==> src/polygon_convexity_check_assert.svh <==
// ---------------------------------------------------------------------------
// polygon_convexity_check assertion macros
// concurrent checks on clk, switched off as a group by NO_ASSERTIONS
// ---------------------------------------------------------------------------
`ifndef POLYGON_CONVEXITY_CHECK_ASSERT_SVH
`define POLYGON_CONVEXITY_CHECK_ASSERT_SVH

`ifndef NO_ASSERTIONS
// property must hold at every clock edge outside reset
`define PCC_ASSERT(name, prop, msg) \
	name: assert property (@(posedge clk) disable iff (!arst_n) prop) else $error(msg);
// condition must never be seen outside reset
`define PCC_ASSERT_NEVER(name, cond, msg) \
	name: assert property (@(posedge clk) disable iff (!arst_n) !(cond)) else $error(msg);
`else
`define PCC_ASSERT(name, prop, msg)
`define PCC_ASSERT_NEVER(name, cond, msg)
`endif

`endif

==> src/pcc_pkg.sv <==
`timescale 1ns / 1ps
// ---------------------------------------------------------------------------
// pcc_pkg
// shared constants and types of the polygon convexity check
// ---------------------------------------------------------------------------
package pcc_pkg;

	localparam int COORD_WIDTH_DEF = 16;
	localparam int QUEUE_DEPTH_DEF = 4;
	localparam int MIN_VERTICES    = 3;

	// front sequencer: taking vertices, then the two closing turns
	typedef enum logic [1:0] {
		FR_TAKE,
		FR_WRAP1,
		FR_WRAP2
	} pcc_front_state_t;

	// control part of one queued job
	typedef struct packed {
		logic has_turn;  // job carries a vertex triple to evaluate
		logic end_poly;  // last job of the polygon, produces the result
		logic too_few;   // polygon ended with fewer than three vertices
	} pcc_job_ctl_t;

	localparam int JOB_CTL_W = $bits(pcc_job_ctl_t);

endpackage

==> src/polygon_convexity_check.sv <==
`timescale 1ns / 1ps
// ---------------------------------------------------------------------------
// polygon_convexity_check
// convexity test of one closed polygon by the signs of its edge cross products
// ---------------------------------------------------------------------------
// usage
//   s_* stream carries vertices, one per transaction, s_tlast on the final one
//   m_* stream carries one result transaction per polygon
//   a vertex is accepted every cycle while the internal job queue has room
//   a polygon of three or more vertices holds s_tready low after its
//   final vertex while the two closing turns are queued
//   each job passes the queue, the difference and product registers
//   and the result register, where the turn sign is taken; a full
//   polygon's result follows its two closing turn jobs
//   a stalled result register holds the back end; the queue then fills
//   and s_tready drops, nothing is lost
//   reset clears the queue, the sequencer and the turn state; the block
//   starts a fresh polygon after each s_tlast
// ---------------------------------------------------------------------------
`include "polygon_convexity_check_assert.svh"

module polygon_convexity_check import pcc_pkg::*; #(
	parameter int COORD_WIDTH = COORD_WIDTH_DEF,
	parameter int QUEUE_DEPTH = QUEUE_DEPTH_DEF
) (
	input  logic clk,
	input  logic arst_n,
	// vertex stream
	input  logic                                  s_tvalid,
	output logic                                  s_tready,
	// point_x, point_y, then zero fill
	input  logic [((2*COORD_WIDTH+7)/8)*8-1:0]    s_tdata,
	input  logic                                  s_tlast,   // polygon end marker
	// result stream
	output logic                                  m_tvalid,
	input  logic                                  m_tready,
	// convex, too_few_points, then zero fill
	output logic [7:0]                            m_tdata
);

	localparam int JOB_W = 6 * COORD_WIDTH + JOB_CTL_W;

	logic signed [COORD_WIDTH-1:0] point_x, point_y;
	logic                          q_push, q_full, q_pop, q_valid;
	logic [JOB_W-1:0]              q_wdata, q_rdata;
	logic                          convex, too_few_points;

	// unpack vertex transaction
	assign point_x = s_tdata[COORD_WIDTH-1:0];
	assign point_y = s_tdata[2*COORD_WIDTH-1:COORD_WIDTH];

	// front: vertex history and job issue
	pcc_front #(
		.COORD_WIDTH (COORD_WIDTH),
		.JOB_W       (JOB_W)
	) u_front (
		.clk        (clk),
		.arst_n     (arst_n),
		.in_valid   (s_tvalid),
		.in_ready   (s_tready),
		.point_x    (point_x),
		.point_y    (point_y),
		.poly_end   (s_tlast),
		.q_push     (q_push),
		.q_data     (q_wdata),
		.q_full     (q_full)
	);

	// decoupling queue of turn jobs
	pcc_queue #(
		.DATA_W (JOB_W),
		.DEPTH  (QUEUE_DEPTH)
	) u_queue (
		.clk       (clk),
		.arst_n    (arst_n),
		.push      (q_push),
		.push_data (q_wdata),
		.full      (q_full),
		.pop       (q_pop),
		.valid     (q_valid),
		.pop_data  (q_rdata)
	);

	// back: cross product sign, direction tracking, result
	pcc_back #(
		.COORD_WIDTH (COORD_WIDTH),
		.JOB_W       (JOB_W)
	) u_back (
		.clk            (clk),
		.arst_n         (arst_n),
		.q_valid        (q_valid),
		.q_data         (q_rdata),
		.q_pop          (q_pop),
		.out_valid      (m_tvalid),
		.out_ready      (m_tready),
		.convex         (convex),
		.too_few_points (too_few_points)
	);

	assign m_tdata = {6'b0, too_few_points, convex};

	// checks
	`PCC_ASSERT_NEVER(a_no_push_full, q_push && q_full, "job pushed into full queue")
	`PCC_ASSERT_NEVER(a_no_pop_empty, q_pop && !q_valid, "job popped from empty queue")
	`PCC_ASSERT(a_result_excl, m_tvalid |-> !(m_tdata[0] && m_tdata[1]), "convex with too few points")

endmodule

==> src/pcc_queue.sv <==
`timescale 1ns / 1ps
// ---------------------------------------------------------------------------
// pcc_queue
// small show-ahead fifo between front and back
// ---------------------------------------------------------------------------
module pcc_queue import pcc_pkg::*; #(
	parameter int DATA_W = 64,
	parameter int DEPTH  = QUEUE_DEPTH_DEF
) (
	input  logic              clk,
	input  logic              arst_n,
	input  logic              push,
	input  logic [DATA_W-1:0] push_data,
	output logic              full,
	input  logic              pop,
	output logic              valid,
	output logic [DATA_W-1:0] pop_data
);

	localparam int PTR_W = (DEPTH > 1) ? $clog2(DEPTH) : 1;

	logic [DATA_W-1:0] entry_q [DEPTH];
	logic [PTR_W-1:0]  wr_ptr_q;
	logic [PTR_W-1:0]  rd_ptr_q;
	logic [PTR_W:0]    count_q;

	assign full     = (count_q == (PTR_W+1)'(DEPTH));
	assign valid    = (count_q != '0);
	assign pop_data = entry_q[rd_ptr_q];

	always_ff @(posedge clk) begin
		if (push) begin
			entry_q[wr_ptr_q] <= push_data;
		end
	end

	always_ff @(posedge clk or negedge arst_n) begin
		if (!arst_n) begin
			wr_ptr_q <= '0;
			rd_ptr_q <= '0;
			count_q  <= '0;
		end else begin
			if (push) begin
				wr_ptr_q <= (wr_ptr_q == PTR_W'(DEPTH - 1)) ? '0 : wr_ptr_q + 1'b1;
			end
			if (pop) begin
				rd_ptr_q <= (rd_ptr_q == PTR_W'(DEPTH - 1)) ? '0 : rd_ptr_q + 1'b1;
			end
			case ({push, pop})
				2'b10:   count_q <= count_q + 1'b1;
				2'b01:   count_q <= count_q - 1'b1;
				default: count_q <= count_q;
			endcase
		end
	end

endmodule

==> src/pcc_front.sv <==
`timescale 1ns / 1ps
// ---------------------------------------------------------------------------
// pcc_front
// takes vertices, keeps the vertex history and queues turn jobs
// ---------------------------------------------------------------------------
module pcc_front import pcc_pkg::*; #(
	parameter int COORD_WIDTH = COORD_WIDTH_DEF,
	parameter int JOB_W       = 6 * COORD_WIDTH_DEF + JOB_CTL_W
) (
	input  logic                          clk,
	input  logic                          arst_n,
	input  logic                          in_valid,
	output logic                          in_ready,
	input  logic signed [COORD_WIDTH-1:0] point_x,
	input  logic signed [COORD_WIDTH-1:0] point_y,
	input  logic                          poly_end,
	output logic                          q_push,
	output logic [JOB_W-1:0]              q_data,
	input  logic                          q_full
);

	pcc_front_state_t state_q, state_nxt;
	logic [1:0]       count_q;

	logic [COORD_WIDTH-1:0] first_x_q, first_y_q, second_x_q, second_y_q;
	logic [COORD_WIDTH-1:0] older_x_q, older_y_q, newer_x_q, newer_y_q;

	logic [COORD_WIDTH-1:0] ax, ay, bx, by, cx, cy;
	pcc_job_ctl_t           ctl;
	logic                   take;
	logic                   have_two;

	assign have_two = (count_q >= 2'd2);
	assign take     = in_valid && in_ready;
	assign q_data   = {ctl, ax, ay, bx, by, cx, cy};

	always_comb begin
		state_nxt = state_q;
		in_ready  = 1'b0;
		q_push    = 1'b0;
		ctl       = '0;
		ax = older_x_q;  ay = older_y_q;
		bx = newer_x_q;  by = newer_y_q;
		cx = point_x;    cy = point_y;
		unique case (state_q)
			FR_TAKE: begin
				in_ready = !q_full;
				if (in_valid && !q_full) begin
					if (have_two) begin
						q_push       = 1'b1;
						ctl.has_turn = 1'b1;
						if (poly_end) begin
							state_nxt = FR_WRAP1;
						end
					end else if (poly_end) begin
						q_push       = 1'b1;
						ctl.end_poly = 1'b1;
						ctl.too_few  = 1'b1;
					end
				end
			end
			FR_WRAP1: begin
				// older, newer, first
				cx = first_x_q;  cy = first_y_q;
				if (!q_full) begin
					q_push       = 1'b1;
					ctl.has_turn = 1'b1;
					state_nxt    = FR_WRAP2;
				end
			end
			FR_WRAP2: begin
				// newer, first, second
				ax = newer_x_q;   ay = newer_y_q;
				bx = first_x_q;   by = first_y_q;
				cx = second_x_q;  cy = second_y_q;
				if (!q_full) begin
					q_push       = 1'b1;
					ctl.has_turn = 1'b1;
					ctl.end_poly = 1'b1;
					state_nxt    = FR_TAKE;
				end
			end
			default: begin
				state_nxt = FR_TAKE;
			end
		endcase
	end

	always_ff @(posedge clk or negedge arst_n) begin
		if (!arst_n) begin
			state_q <= FR_TAKE;
		end else begin
			state_q <= state_nxt;
		end
	end

	always_ff @(posedge clk or negedge arst_n) begin
		if (!arst_n) begin
			count_q <= '0;
		end else if (take && poly_end && !have_two) begin
			count_q <= '0;
		end else if (take && count_q < 2'(MIN_VERTICES)) begin
			count_q <= count_q + 1'b1;
		end else if (state_q == FR_WRAP2 && !q_full) begin
			count_q <= '0;
		end
	end

	always_ff @(posedge clk) begin
		if (take) begin
			older_x_q <= newer_x_q;
			older_y_q <= newer_y_q;
			newer_x_q <= point_x;
			newer_y_q <= point_y;
			if (count_q == 2'd0) begin
				first_x_q <= point_x;
				first_y_q <= point_y;
			end
			if (count_q == 2'd1) begin
				second_x_q <= point_x;
				second_y_q <= point_y;
			end
		end
	end

endmodule

==> src/pcc_back.sv <==
`timescale 1ns / 1ps
// ---------------------------------------------------------------------------
// pcc_back
// cross product pipeline, turn direction tracking and result register
// ---------------------------------------------------------------------------
module pcc_back import pcc_pkg::*; #(
	parameter int COORD_WIDTH = COORD_WIDTH_DEF,
	parameter int JOB_W       = 6 * COORD_WIDTH_DEF + JOB_CTL_W
) (
	input  logic             clk,
	input  logic             arst_n,
	input  logic             q_valid,
	input  logic [JOB_W-1:0] q_data,
	output logic             q_pop,
	output logic             out_valid,
	input  logic             out_ready,
	output logic             convex,
	output logic             too_few_points
);

	localparam int W  = COORD_WIDTH;
	localparam int DW = W + 1;
	localparam int PW = 2 * DW;
	localparam int XW = PW + 1;

	pcc_job_ctl_t    q_ctl;
	logic [W-1:0]    ax, ay, bx, by, cx, cy;
	logic            back_en;

	logic                 v_s1, v_s2;
	pcc_job_ctl_t         ctl_s1, ctl_s2;
	logic signed [DW-1:0] dx1_s1, dy1_s1, dx2_s1, dy2_s1;
	logic signed [PW-1:0] p1_s2, p2_s2;

	logic signed [XW-1:0] cross_z;
	logic                 turn_hit, turn_neg;
	logic                 dir_valid_q, dir_neg_q, concave_q;
	logic                 concave_nxt;
	logic                 out_valid_q, convex_q, too_few_q;

	assign {q_ctl, ax, ay, bx, by, cx, cy} = q_data;

	// whole back end holds while a result waits
	assign back_en = !out_valid_q || out_ready;
	assign q_pop   = q_valid && back_en;

	always_ff @(posedge clk or negedge arst_n) begin
		if (!arst_n) begin
			v_s1 <= 1'b0;
			v_s2 <= 1'b0;
		end else if (back_en) begin
			v_s1 <= q_valid;
			v_s2 <= v_s1;
		end
	end

	always_ff @(posedge clk) begin
		if (back_en) begin
			ctl_s1 <= q_ctl;
			dx1_s1 <= $signed({bx[W-1], bx}) - $signed({ax[W-1], ax});
			dy1_s1 <= $signed({by[W-1], by}) - $signed({ay[W-1], ay});
			dx2_s1 <= $signed({cx[W-1], cx}) - $signed({bx[W-1], bx});
			dy2_s1 <= $signed({cy[W-1], cy}) - $signed({by[W-1], by});
			ctl_s2 <= ctl_s1;
			p1_s2  <= dx1_s1 * dy2_s1;
			p2_s2  <= dy1_s1 * dx2_s1;
		end
	end

	assign cross_z     = $signed({p1_s2[PW-1], p1_s2}) - $signed({p2_s2[PW-1], p2_s2});
	assign turn_neg    = cross_z[XW-1];
	assign turn_hit    = v_s2 && ctl_s2.has_turn && (cross_z != '0);
	assign concave_nxt = concave_q || (turn_hit && dir_valid_q && (turn_neg != dir_neg_q));

	always_ff @(posedge clk or negedge arst_n) begin
		if (!arst_n) begin
			dir_valid_q <= 1'b0;
			dir_neg_q   <= 1'b0;
			concave_q   <= 1'b0;
			out_valid_q <= 1'b0;
		end else if (back_en) begin
			out_valid_q <= v_s2 && ctl_s2.end_poly;
			if (v_s2 && ctl_s2.end_poly) begin
				dir_valid_q <= 1'b0;
				dir_neg_q   <= 1'b0;
				concave_q   <= 1'b0;
			end else begin
				concave_q <= concave_nxt;
				if (turn_hit && !dir_valid_q) begin
					dir_valid_q <= 1'b1;
					dir_neg_q   <= turn_neg;
				end
			end
		end
	end

	always_ff @(posedge clk) begin
		if (back_en && v_s2 && ctl_s2.end_poly) begin
			convex_q  <= !concave_nxt && !ctl_s2.too_few;
			too_few_q <= ctl_s2.too_few;
		end
	end

	assign out_valid      = out_valid_q;
	assign convex         = convex_q;
	assign too_few_points = too_few_q;

endmodule
==> config.mk <==
export PLATFORM = sky130hd
export DESIGN_NAME = polygon_convexity_check
export DESIGN_NICKNAME = d
export VERILOG_FILES = /design/src/pcc_pkg.sv /design/src/polygon_convexity_check.sv /design/src/pcc_queue.sv /design/src/pcc_front.sv /design/src/pcc_back.sv
export VERILOG_INCLUDE_DIRS = /design/src /design/src/src
export SDC_FILE = /design/constraint.sdc
export NUM_CORES = 2
export LEC_CHECK = 0
export BUFFER_PORTS_ARGS = -buffer_cell sky130_fd_sc_hd__buf_2
export CAP_MARGIN = 20
export CORE_ASPECT_RATIO = 1.1
export CORE_MARGIN = 8
export CORE_UTILIZATION = 31
export CTS_CLUSTER_SIZE = 30
export DETAILED_ROUTE_END_ITERATION = 10
export PLACE_DENSITY = 0.49
export SKIP_LAST_GASP = 1
export SYNTH_ARGS = -nofsm -noshare
export SYNTH_HDL_FRONTEND = slang
export SYNTH_HIERARCHICAL = 1
export SYNTH_SLANG_ARGS = --single-unit
==> constraint.sdc <==
create_clock -name clk -period 9.1 [get_ports clk]
set_input_delay 0.91 -clock clk [delete_from_list [all_inputs] [get_ports clk]]
set_output_delay 0.91 -clock clk [all_outputs]
set_load 0.01 [all_outputs]
==> metrics.yaml <==
status: "finished, final reports clean"
area_growth_pct: 9.64
fp.dieW_microns: 405
fillers: 16600
cts.sinks: 685
routed_wl_microns: 125000
synth-seq-area-share_pct: 39.8
rr_worst_depth: 22
drt_iter0_drc: 1635
final_nets: 5099
finalClockSkew_ns: 0.0326
pin_count: 47
synth_top_area_share_pct: 39.0
rsz0062_at_grt: "false"
num_vias: 30000
path_class: "reg -> reg"
slew_headroom_pct: 35.1
hold_path_class: "in -> async"
syn_avg_cell_area_sq_um: 12.3
drive_gt1_share_pct: 8.82
r2r-start: "u_back/dx2_s1[2]$_DFFE_PN_"
synth_top_cell_by_area: "edfxtp_1"
synth_area_sq_um: 51500
crit_start: "u_back/dx2_s1[2]$_DFFE_PN_"
synth_seq_cells: 685
core_area_sq_um: 166000
tns_ns: 0
critPathSlowestCell: "edfxtp_1"
firstDrtPassIters: 5
crit_path_frequent_cell: "fa_1"
initial_core_util_pct: 31.1
arrival_ns: 7.78
drcViolationCount: 0
fin_crit_sh_pct: 81.2
syn_inst: 4176
reg2reg_setup_slack_ns: 1.71
cts-root-buf: "clkbuf_16"
clk_latency_ns: 0.67
post_cts_buffers: 0
slew_viol_final: 0
die_y_microns: 443
async_flop_share_pct: 2.48
final_hold_viol_count: 0
cts_resized: 0
r2r_end: "u_back/p2_s2[32]$_DFFE_PN_"
grt_pass1_vias: 32200
cp_slowest_stage_delay_ns: 0.80
min_period_ns: 7.39
crit_fanout: 17
finalSetupViolCount: 0
clock_path_buffers: 3
drv_cap: 0
tightestPinTransition_ns: 0.974
ys.flop_type: "edfxtp_1"
antenna_found_initial: 5
fin_util_pct: 34.1
rows: 157
vias_per_cell: 4.64
grt_max_degree: 66
cts_tree: "built"
ys_warn_count: 6
grt_pass1_wl_microns: 195000
numPortBuffers: 40
worst_ep_required_time_ns: 9.49
ctsHoldBuffers: 0
synth_area_leaders: "edfxtp_1 39%, fa_1 23%, ha_1 6.9%"
wl_per_cell_microns: 19.3
synth_edf_count: 668
htree_levels: 3
critical_path.cell_chain: "nand2_1 -> fa_1 -> fa_1 -> fa_1 -> inv_1 -> fa_1 -> fa_1 -> inv_1 -> fa_1 -> inv_1 -> ha_1 -> a21oi_1 -> o21ai_1 -> o41ai_1 -> o21ai_0 -> a211oi_1 -> o21ai_0 -> o21ai_0 -> o21ai_1 -> o41ai_1 -> o21ai_1 -> xor2_1"
numCtsBuffers: 78
fmax_mhz: 135
hpwl_microns: 93000
die-area_sq_um: 179000
gr-total-overflow: 0
crit_path_end_kind: "register"
clkTransAtPathRegs_ns: 0.06
grt_use_total_pct: 13.9
ys_types: 86
cp-start-kind: "register"
gp_congestion: 0.839
final_antenna_net_count: 0
==> Yosys cell counts, types with 6 or more instances <==
master / n
o41ai_1: 8
ha_1: 284
o21ai_0: 58
o21ai_1: 19
xor2_1: 19
buf_4: 10
clkbuf_1: 82
a41o_1: 6
nand2_1: 333
nor3_1: 28
a211oi_1: 12
o22ai_1: 9
a21oi_1: 131
dfrtp_1: 17
mux2i_1: 6
o211ai_1: 11
inv_1: 746
xnor2_1: 105
a21oi_2: 6
mux4_2: 99
o21a_1: 16
and2_1: 304
nand3_1: 34
nand4_1: 9
edfxtp_1: 668
buf_6: 13
fa_1: 597
a31oi_1: 10
a22oi_1: 36
a21boi_0: 11
buf_2: 32
or3_1: 16
and3_1: 10
nor2_1: 167
a21o_1: 28
nand2b_1: 32
mux2_2: 71
o2111ai_1: 9
nor2b_1: 23
nand3b_1: 8
o21bai_1: 13
==> flip-flops by register name (all words and copies together) (netlist names), 17 cells and up <==
register         count
u_back/dx2_s1       17
u_back/dy1_s1       17
u_back/dy2_s1       17
u_back/dx1_s1       17
u_back/p2_s2        34
u_back/p1_s2        34
u_queue/entry_q    396
==> kinds of logic (layout without fill, tap and decap cells) <==
| kind of cell | after synthesis | count (layout) | synth area share (%) |
|---|---|---|---|
| simple gates | 987 | 987 | 9.55 |
| buf+inv | 885 | 943 | 6.79 |
| fa+ha+maj | 881 | 881 | 30.1 |
| flops | 685 | 685 | 39.8 |
| compound gates | 437 | 437 | 5.65 |
| mux | 176 | 176 | 6.00 |
| xor+xnor | 124 | 124 | 2.11 |
| other cells | 1 | 12 | 0.00728 |
==> how the worst max path moves through the flow <==
stage,endpoint,slack [ns],cells after the start
floorplan,u_back/p2_s2[32]$_DFFE_PN_,2.57,26
global placement,u_back/p2_s2[32]$_DFFE_PN_,1.85,22
detailed placement,u_back/p2_s2[32]$_DFFE_PN_,1.69,22
CTS,u_back/p2_s2[32]$_DFFE_PN_,1.65,22
global route,u_back/p2_s2[32]$_DFFE_PN_,1.23,22
finish,u_back/p2_s2[32]$_DFFE_PN_,1.71,22
==> placed cells by master (no fill, tap or decap), drive strengths merged, types with 11 or more instances in the layout <==
cell type  Yosys  layout
nor3          28      28
a22oi         36      36
edfxtp       668     668
o211ai        12      12
mux4          99      99
a21boi        16      16
nor2         167     167
fa           597     597
and2         304     304
xnor2        105     105
nand2b        32      32
mux2          71      71
and3          13      13
dfrtp         17      17
a21o          29      29
a21oi        137     137
ha           284     284
a211oi        13      13
xor2          19      19
clkbuf        82     100
clkinv         0      28
o21bai        13      13
nor2b         23      23
a31oi         11      11
buf           56      58
or3           16      16
nand3         34      34
inv          747     751
o21a          17      17
o21ai         79      79
nand2        333     333
==> stage by stage <==
stage / setup WS [ns] / cell area (sq um) / hold WS (ns) / instances
2_1_floorplan: 2.57 / 51500 / 0.400 / 4181
3_3_place_gp: 1.85 / 54000 / 0.407 / 6327
3_5_place_dp: 1.69 / 54000 / 0.411 / 6327
4_1_cts: 1.65 / 56400 / 0.142 / 6465
5_1_grt: 1.23 / 56400 / 0.193 / 6466
6_report: 1.71 / 56500 / 0.191 / 6471
==> worst max-delay path, delay by kind of cell (launching register included) <==
family,cells,cell delay (ns)
buffers and inverters,3,0.14
DFF,1,0.80
adders and majority gates,7,3.37
xor gates and xnor gates,1,0.18
AOI/OAI and AO/OA,10,2.47
and+or+nand+nor,1,0.17
==> cell type report <==
type | instances | area [sq um] | share of cell area, %
antenna | 6 | 15.0 | 0.0266
clock buffer | 100 | 2090 | 3.69
clock inverter | 38 | 378 | 0.669
inverter | 747 | 2810 | 4.98
multi-input combinational | 2611 | 27600 | 48.8
sequential | 685 | 20500 | 36.3
tap | 2226 | 2790 | 4.93
timing repair buffer | 58 | 335 | 0.594
==> per-layer routing <==
layer / global-route usage, % / vias up / routed length [microns]
li1: - / 13900 / -
met1: 18.1 / 15500 / 55100
met2: 24.4 / 510 / 62900
met3: 1.77 / 137 / 4300
met4: 3.37 / 0 / 2470
met5: 0 / - / 0
Power is not shown: default switching activity piles up to over one toggle a cycle in this logic, so the estimate is an artifact.
